--- config.mk ---
export PLATFORM = sky130hd
export DESIGN_NAME = ptbl_eval
export DESIGN_NICKNAME = d
export VERILOG_FILES = /design/src/rtl/per_key_token_bucket_limiter_unit_assert.svh /design/src/rtl/ptbl_pkg.sv /design/src/rtl/ptbl_eval.sv
export SDC_FILE = /design/constraint.sdc
export NUM_CORES = 2
export LEC_CHECK = 0
export BUFFER_PORTS_ARGS = -buffer_cell sky130_fd_sc_hd__buf_2
export CAP_MARGIN = 20
export CORE_MARGIN = 2
export CORE_UTILIZATION = 30
export CTS_BUF_LIST = sky130_fd_sc_hd__clkbuf_2
export CTS_CLUSTER_DIAMETER = 120
export CTS_CLUSTER_SIZE = 30
export DETAILED_ROUTE_END_ITERATION = 8
export GPL_TIMING_DRIVEN = 0
export HOLD_SLACK_MARGIN = 0.02
export PLACE_DENSITY_LB_ADDON = 0.05
export SETUP_SLACK_MARGIN = 0.4
export SYNTH_ARGS = -nofsm -noshare
export SYNTH_HDL_FRONTEND = slang
export SYNTH_SLANG_ARGS = --single-unit
--- constraint.sdc ---
create_clock -name clk_i -period 7.57 [get_ports clk_i]
set_input_delay 1.514 -clock clk_i [delete_from_list [all_inputs] [get_ports clk_i]]
set_output_delay 1.514 -clock clk_i [all_outputs]
set_load 0.01 [all_outputs]
--- src/rtl/per_key_token_bucket_limiter_unit_assert.svh ---
// ---------------------------------------------------------------------------
// assertion macros for the per-key token bucket limiter
// ---------------------------------------------------------------------------
`ifndef PER_KEY_TOKEN_BUCKET_LIMITER_UNIT_ASSERT_SVH
`define PER_KEY_TOKEN_BUCKET_LIMITER_UNIT_ASSERT_SVH

// same-cycle implication, checked out of reset
`define PTBL_ASSERT(lbl, pre, post, msg) \
  lbl: assert property (@(posedge clk_i) disable iff (!rst_ni) (pre) |-> (post)) \
    else $error(msg);

// next-cycle implication, checked out of reset
`define PTBL_ASSERT_NEXT(lbl, pre, post, msg) \
  lbl: assert property (@(posedge clk_i) disable iff (!rst_ni) (pre) |=> (post)) \
    else $error(msg);

`endif

--- src/rtl/ptbl_pkg.sv ---
// ---------------------------------------------------------------------------
// ptbl_pkg
// shared constants and types of the per-key token bucket limiter
// ---------------------------------------------------------------------------
package ptbl_pkg;

  // table geometry
  localparam int unsigned TABLE_DEPTH = 64;
  localparam int unsigned IDX_W       = (TABLE_DEPTH > 1) ? $clog2(TABLE_DEPTH) : 1;
  localparam int unsigned CNT_W       = $clog2(TABLE_DEPTH + 1);

  // field widths
  localparam int unsigned KEY_W      = 32;
  localparam int unsigned TOK_W      = 32;
  localparam int unsigned TIME_W     = 48;
  localparam int unsigned LIMIT_W    = 7;
  localparam int unsigned LIM_W      = (CNT_W > LIMIT_W) ? CNT_W : LIMIT_W;
  localparam int unsigned PROD_W     = 2 * TOK_W;
  localparam int unsigned CFG_IDX_W  = 2;
  localparam int unsigned CFG_DATA_W = 32;

  // one token in Q16.16
  localparam logic [TOK_W-1:0] ONE_TOKEN = 32'h0001_0000;

  // register reset values
  localparam logic [TOK_W-1:0]   RATE_RESET  = 32'h0001_0000;
  localparam logic [TOK_W-1:0]   BURST_RESET = 32'h000A_0000;
  localparam logic [LIMIT_W-1:0] LIMIT_RESET = 7'd64;

  // register indexes
  localparam logic [CFG_IDX_W-1:0] CFG_REFILL_RATE = 2'd0;
  localparam logic [CFG_IDX_W-1:0] CFG_BURST_LIMIT = 2'd1;
  localparam logic [CFG_IDX_W-1:0] CFG_KEY_LIMIT   = 2'd2;

  // outcome codes
  localparam logic [1:0] OUTCOME_ALLOWED    = 2'd0;
  localparam logic [1:0] OUTCOME_NO_TOKEN   = 2'd1;
  localparam logic [1:0] OUTCOME_TABLE_FULL = 2'd2;

  // request beat
  typedef struct packed {
    logic [KEY_W-1:0]  source_key;
    logic [TIME_W-1:0] now_ticks;
  } req_t;

  // result beat
  typedef struct packed {
    logic       allowed;
    logic [1:0] outcome;
  } res_t;

  // one table entry as stored in memory
  typedef struct packed {
    logic [KEY_W-1:0]  key;
    logic [TOK_W-1:0]  tokens;
    logic [TIME_W-1:0] last_time;
  } entry_t;

  localparam int unsigned ENTRY_W = $bits(entry_t);

  // scan probe issued together with a memory read
  typedef struct packed {
    logic             go;
    logic             live;
    logic [IDX_W-1:0] idx;
  } probe_t;

  // per-entry verdict at the end of the evaluation pipe
  typedef struct packed {
    logic              go;
    logic              last;
    logic [IDX_W-1:0]  idx;
    logic              hit;
    logic              prunable;
    logic              free;
    logic              gt;
    logic              hi;
    logic [TOK_W-1:0]  tokens;
    logic [TIME_W-1:0] last_time;
    logic [PROD_W-1:0] prod;
  } verdict_t;

endpackage

--- src/rtl/ptbl_eval.sv ---
// ---------------------------------------------------------------------------
// ptbl_eval
// three-stage pipe that judges each scanned entry: key match, elapsed time,
// refill product and the prune test
// ---------------------------------------------------------------------------
module ptbl_eval
  import ptbl_pkg::*;
(
  input  logic              clk_i,
  input  logic              rst_ni,
  input  probe_t            probe_i,
  input  entry_t            rd_data_i,
  input  logic [KEY_W-1:0]  key_i,
  input  logic [TIME_W-1:0] now_i,
  input  logic [TOK_W-1:0]  rate_i,
  input  logic [TOK_W-1:0]  burst_i,
  output verdict_t          verdict_o
);

  // stage 1: probe aligned with read data
  probe_t s1_q;

  // stage 2: compare and subtract results
  logic              s2_go_q;
  logic [IDX_W-1:0]  s2_idx_q;
  logic              s2_live_q;
  logic              s2_hit_q;
  logic              s2_ge_q;
  logic              s2_gt_q;
  logic              s2_hi_q;
  logic [TOK_W-1:0]  s2_elo_q;
  logic [TOK_W-1:0]  s2_tokens_q;
  logic [TIME_W-1:0] s2_last_q;

  // stage 3: product
  logic              s3_go_q;
  logic [IDX_W-1:0]  s3_idx_q;
  logic              s3_live_q;
  logic              s3_hit_q;
  logic              s3_ge_q;
  logic              s3_gt_q;
  logic              s3_hi_q;
  logic [TOK_W-1:0]  s3_tokens_q;
  logic [TIME_W-1:0] s3_last_q;
  logic [PROD_W-1:0] s3_prod_q;

  logic [TIME_W:0]   diff;
  logic              key_eq;
  logic [PROD_W-1:0] prod;

  // elapsed time with borrow, key compare
  assign diff   = {1'b0, now_i} - {1'b0, rd_data_i.last_time};
  assign key_eq = (rd_data_i.key == key_i);
  // 32 by 32 product, operands zero-extended to the product width
  assign prod   = PROD_W'(s2_elo_q) * PROD_W'(rate_i);

  // pipe valid bits
  always_ff @(posedge clk_i or negedge rst_ni) begin
    if (!rst_ni) begin
      s1_q    <= '0;
      s2_go_q <= 1'b0;
      s3_go_q <= 1'b0;
    end else begin
      s1_q    <= probe_i;
      s2_go_q <= s1_q.go;
      s3_go_q <= s2_go_q;
    end
  end

  // pipe payload
  always_ff @(posedge clk_i) begin
    s2_idx_q    <= s1_q.idx;
    s2_live_q   <= s1_q.live;
    s2_hit_q    <= s1_q.live & key_eq;
    s2_ge_q     <= ~diff[TIME_W];
    s2_gt_q     <= ~diff[TIME_W] & (diff[TIME_W-1:0] != '0);
    s2_hi_q     <= (diff[TIME_W-1:TOK_W] != '0);
    s2_elo_q    <= diff[TOK_W-1:0];
    s2_tokens_q <= rd_data_i.tokens;
    s2_last_q   <= rd_data_i.last_time;

    s3_idx_q    <= s2_idx_q;
    s3_live_q   <= s2_live_q;
    s3_hit_q    <= s2_hit_q;
    s3_ge_q     <= s2_ge_q;
    s3_gt_q     <= s2_gt_q;
    s3_hi_q     <= s2_hi_q;
    s3_tokens_q <= s2_tokens_q;
    s3_last_q   <= s2_last_q;
    s3_prod_q   <= prod;
  end

  // verdict: idle long enough to be full again means prunable
  always_comb begin
    verdict_o.go        = s3_go_q;
    verdict_o.last      = (s3_idx_q == IDX_W'(TABLE_DEPTH - 1));
    verdict_o.idx       = s3_idx_q;
    verdict_o.hit       = s3_hit_q;
    verdict_o.prunable  = s3_live_q & s3_ge_q &
                          (s3_hi_q | (s3_prod_q >= {{TOK_W{1'b0}}, burst_i}));
    verdict_o.free      = ~s3_live_q;
    verdict_o.gt        = s3_gt_q;
    verdict_o.hi        = s3_hi_q;
    verdict_o.tokens    = s3_tokens_q;
    verdict_o.last_time = s3_last_q;
    verdict_o.prod      = s3_prod_q;
  end

endmodule

### Word-level counts from Yosys, hierarchy flattened

Index checks and enable logic that the tools add are counted.
Widths: inputs -> output; s select.

* bits in registers: 288
* bits of input ports: 266
* output and inout bits: 157
* word-level logic and storage cells: 37

* $add $sub $neg: 1
* $mul: 1
* order comparisons: 1
* eq/ne operators: 2
* bitwise operators: 7
* reductions and logical operators: 2

Operators by type and width (count)
* $ge 64x32->1: 1
* $mul 32x32->64: 1
* $sub 48x48->49: 1
* $reduce_bool 48->1: 1
* $eq 32x32->1: 1
* $reduce_bool 16->1: 1
* $eq 6x6->1 const B: 1
* $and 1x1->1: 4
* $not 1->1: 2
* $or 1x1->1: 1

### Depth between registers and ports, before layout

* word-level depth: 3
* mapped depth: 30

### Worst setup path before layout

No wires, ideal clock.

* path type: input to register
* from: input rate_i[8]
* to: register s3_prod_q[50]
* arrival time: 8.408 ns
* data required time: 7.449 ns
* setup slack: -0.959 ns
* cell stages on the path: 25
* path buffers: 1
* cells stage by stage: clkbuf_1 > nand2_1 > fa_1 > inv_1 > fa_1 > inv_1 > fa_1 > inv_1 > fa_1 > fa_1 > fa_1 > fa_1 > fa_1 > ha_1 > a21oi_1 > nand3b_1 > o2111ai_1 > or3_1 > o2111a_1 > o221ai_1 > a21boi_1 > o21a_1 > a41o_1 > o41a_1 > xor2_1

* cells in the longest elaborated chain, start to end: 1

RTL lines
* start, declared: line ptbl_eval.sv:15 `input logic [TOK_W-1:0] rate_i,`
* $mul 32x32->64: line ptbl_eval.sv:55 `assign prod = PROD_W'(s2_elo_q) * PROD_W'(rate_i);`
* via prod[50]: line ptbl_eval.sv:49 `logic [PROD_W-1:0] prod;`
* end signal, assigned: line ptbl_eval.sv:90 `s3_prod_q <= prod;`
* end, declared: line ptbl_eval.sv:45 `logic [PROD_W-1:0] s3_prod_q;`

The timed path passes the listed nets, and every way through them passes these cells.

### Worst setup path in the final report

* from: input rate_i[9]
* to: register s3_prod_q[50]

The elaborated chain is that of the path after synthesis.

==> flow_summary.json <==
{
  "outcome": "finished, violations left",
  "violations": "negative setup slack",
  "hold_viol": 0,
  "synth.area.top_cells": "fa_1, dfxtp_1, ha_1, inv_1, and2_1",
  "floorplan.initialDensity": 0.303,
  "setup_viol": 21,
  "coreArea_um2": 142000,
  "vias": 33100,
  "post-route-drc-count": 0,
  "place_congestion": 0.912,
  "cp_max_fo": 10,
  "fin_tns_setup_ns": -5.81,
  "crit_buf_inv": 6,
  "cts.clk_slew.worst_paths_ns": 0.54,
  "fin_area_um2": 52000,
  "drv_cap": 0,
  "fin_crit_ns": 7.98,
  "ys_warn_count": 0,
  "tightest_slew_ns": 1.06,
  "syn2layout_area_growth_pct": 21.0,
  "slew_headroom": 0.289,
  "rsz0062_at_grt": "yes",
  "regArea_um2": 5920,
  "grt_pass1_wl_mm": 249,
  "hpwl_mm": 148,
  "wl_mm": 174,
  "nets": 6681,
  "first_iter_violations": 1772,
  "cp_top_family": "adder cells",
  "clkSinkCount": 288,
  "holdWs_ns": 0.229,
  "slowest_delay_ns": 0.67,
  "hp-class": "in2reg",
  "grt_max_degree": 32,
  "setup_ws_ns": -0.412,
  "synth_seq_cells": 288,
  "crit_type": "in2reg",
  "h-tree-depth": 1,
  "final_core_util": 0.366,
  "die_area_um2": 146000,
  "skew_ns": 0.229,
  "drive_gt1_frac": 0.200,
  "first_pass_iters": 5,
  "startpoint_type": "input pin",
  "place_area_um2": 48200,
  "synth_top_area_cell": "fa_1",
  "fin_crit_sh": 1.05,
  "cp_slowest_cell": "fa_2",
  "vias_per_cell": 4.67,
  "avgRoutedWirePerCell_um": 24.6,
  "arrival_ns": 9.34,
  "die_w_um": 382,
  "crit_path_end_kind": "flip-flop",
  "synthesis.nets": 6062,
  "grt_pass1_vias": 35300,
  "synth_top_area_frac": 0.418,
  "grt_overflow": 0,
  "seq_area_frac_synth": 0.135,
  "clock_latency_ns": 1.37,
  "yosysUniqueCellTypes": 73,
  "port_buffers": 422,
  "clock_path_buffers": 3,
  "synth.avg_cell_area_um2": 9.43,
  "post-synth-top-count-cell": "inv_1",
  "synth_edf_count": 0,
  "max_freq_ghz": 0.125,
  "synth_area_um2": 43000,
  "synthCells": 4556,
  "ioPinCount": 423,
  "drt.antenna.violating_nets": 0,
  "synthTopCellsByCount": "inv_1, fa_1, and2_1",
  "synthFlopType": "dfxtp_1",
  "cp.required_ns": 8.93,
  "drv_slew": 0,
  "multiInputGateArea_um2": 33800,
  "ys_async_sr_fraction": 0.0347,
  "row_count": 138,
  "cts_tree": "yes",
  "antenna_found_initial": 39,
  "die_h_um": 382,
  "grt.total_usage": 0.238,
  "clockRootBuffer": "clkbuf_2",
  "cts_buffers": 17,
  "n_fill_cell": 15000
}
## area by class of cell
cell class / count / area share
Buffer: 218 / 0.0388
Timing Repair Buffer: 600 / 0.0761
Inverter: 974 / 0.0703
Clock buffer: 18 / 0.00173
Sequential cell: 288 / 0.114
Multi-Input combinational cell: 3076 / 0.649
Antenna cell: 16 / 0.000770
Clock inverter: 12 / 0.00359
Tap cell: 1890 / 0.0455
## cells by family (layout without fill, tap and decap cells)
kind of cell    Yosys count  count (layout)  synth area share
compound gates          386             386            0.0577
xor+xnor                133             133            0.0271
fa+ha+maj              1240            1240             0.518
buf+inv                1192            1822             0.105
flops                   288             288             0.135
mux                       2               2          0.000495
other cells               0              16                 0
simple gates           1315            1315             0.157
## sequential cells by signal (all words and copies together), names as in the netlist
| register | cells |
|---|---|
| s3_prod_q | 64 |
| s2_last_q | 48 |
| s3_last_q | 48 |
| s2_elo_q | 32 |
| s2_tokens_q | 32 |
| s3_tokens_q | 32 |
| s1_q | 8 |
| s2_idx_q | 6 |
| s3_idx_q | 6 |
| s2_ge_q | 1 |
| s2_go_q | 1 |
| s2_gt_q | 1 |
| s2_hi_q | 1 |
| s2_hit_q | 1 |
| s2_live_q | 1 |
| s3_ge_q | 1 |
| s3_go_q | 1 |
| s3_gt_q | 1 |
| s3_hi_q | 1 |
| s3_hit_q | 1 |
| s3_live_q | 1 |
## timing repair
item,in CTS,in global routing
hold endpoints to repair,49,0
endpoints found under the setup margin,48,35
setup buffers,79,38
pin swaps,105,122
gates resized for setup,475,180
hold buffers,40,0
## routing by layer
metal	part of all wire	global-route usage	routed length [um]
met2	0.50	0.418	87200
met4	0.040	0.0760	6900
met1	0.42	0.304	73000
met3	0.041	0.0260	7220
met5	0.00022	0	38
## layout by cell type, fill, tap and decap left out, types with 25 or more instances in the layout
| cell | instances |
|---|---|
| a21o_1 | 60 |
| a21oi_1 | 102 |
| and2_1 | 556 |
| buf_2 | 429 |
| buf_4 | 95 |
| buf_6 | 29 |
| clkbuf_1 | 41 |
| clkbuf_16 | 25 |
| clkbuf_2 | 85 |
| clkbuf_8 | 31 |
| dfxtp_1 | 248 |
| dfxtp_4 | 27 |
| dlygate4sd3_1 | 40 |
| fa_1 | 829 |
| fa_2 | 68 |
| ha_1 | 331 |
| inv_1 | 955 |
| nand2_1 | 524 |
| nand4_1 | 32 |
| nor2_1 | 58 |
| o21ai_0 | 52 |
| xnor2_1 | 84 |
| xor2_1 | 36 |
## worst paths after layout
kind	from	end	slack (ns)	cells past startpoint
worst min-delay path	rd_data_i[28]	s2_last_q[28]	0.23	1
worst max register to register	s2_elo_q[20]	s3_prod_q[50]	-0.29	24
min in group asynchronous	rst_ni	s1_q[0]	0.42	2
max in group asynchronous	rst_ni	s3_go_q	6.89	2
worst min register to register	s2_tokens_q[1]	s3_tokens_q[1]	0.27	0
worst max-delay path	rate_i[9]	s3_prod_q[50]	-0.41	27
## stage by stage
| stage | instances | setup slack, ns |
|---|---|---|
| 6_report | 7092 | -0.412 |
| 5_1_grt | 7078 | -0.483 |
| 4_1_cts | 7038 | -0.409 |
| 3_3_place_gp | 6868 | -3.02 |
| 3_5_place_dp | 6889 | -2.93 |
| 2_1_floorplan | 4556 | -0.679 |
Power is not shown: default switching activity piles up to over one toggle a cycle in this logic, so the estimate is an artifact.
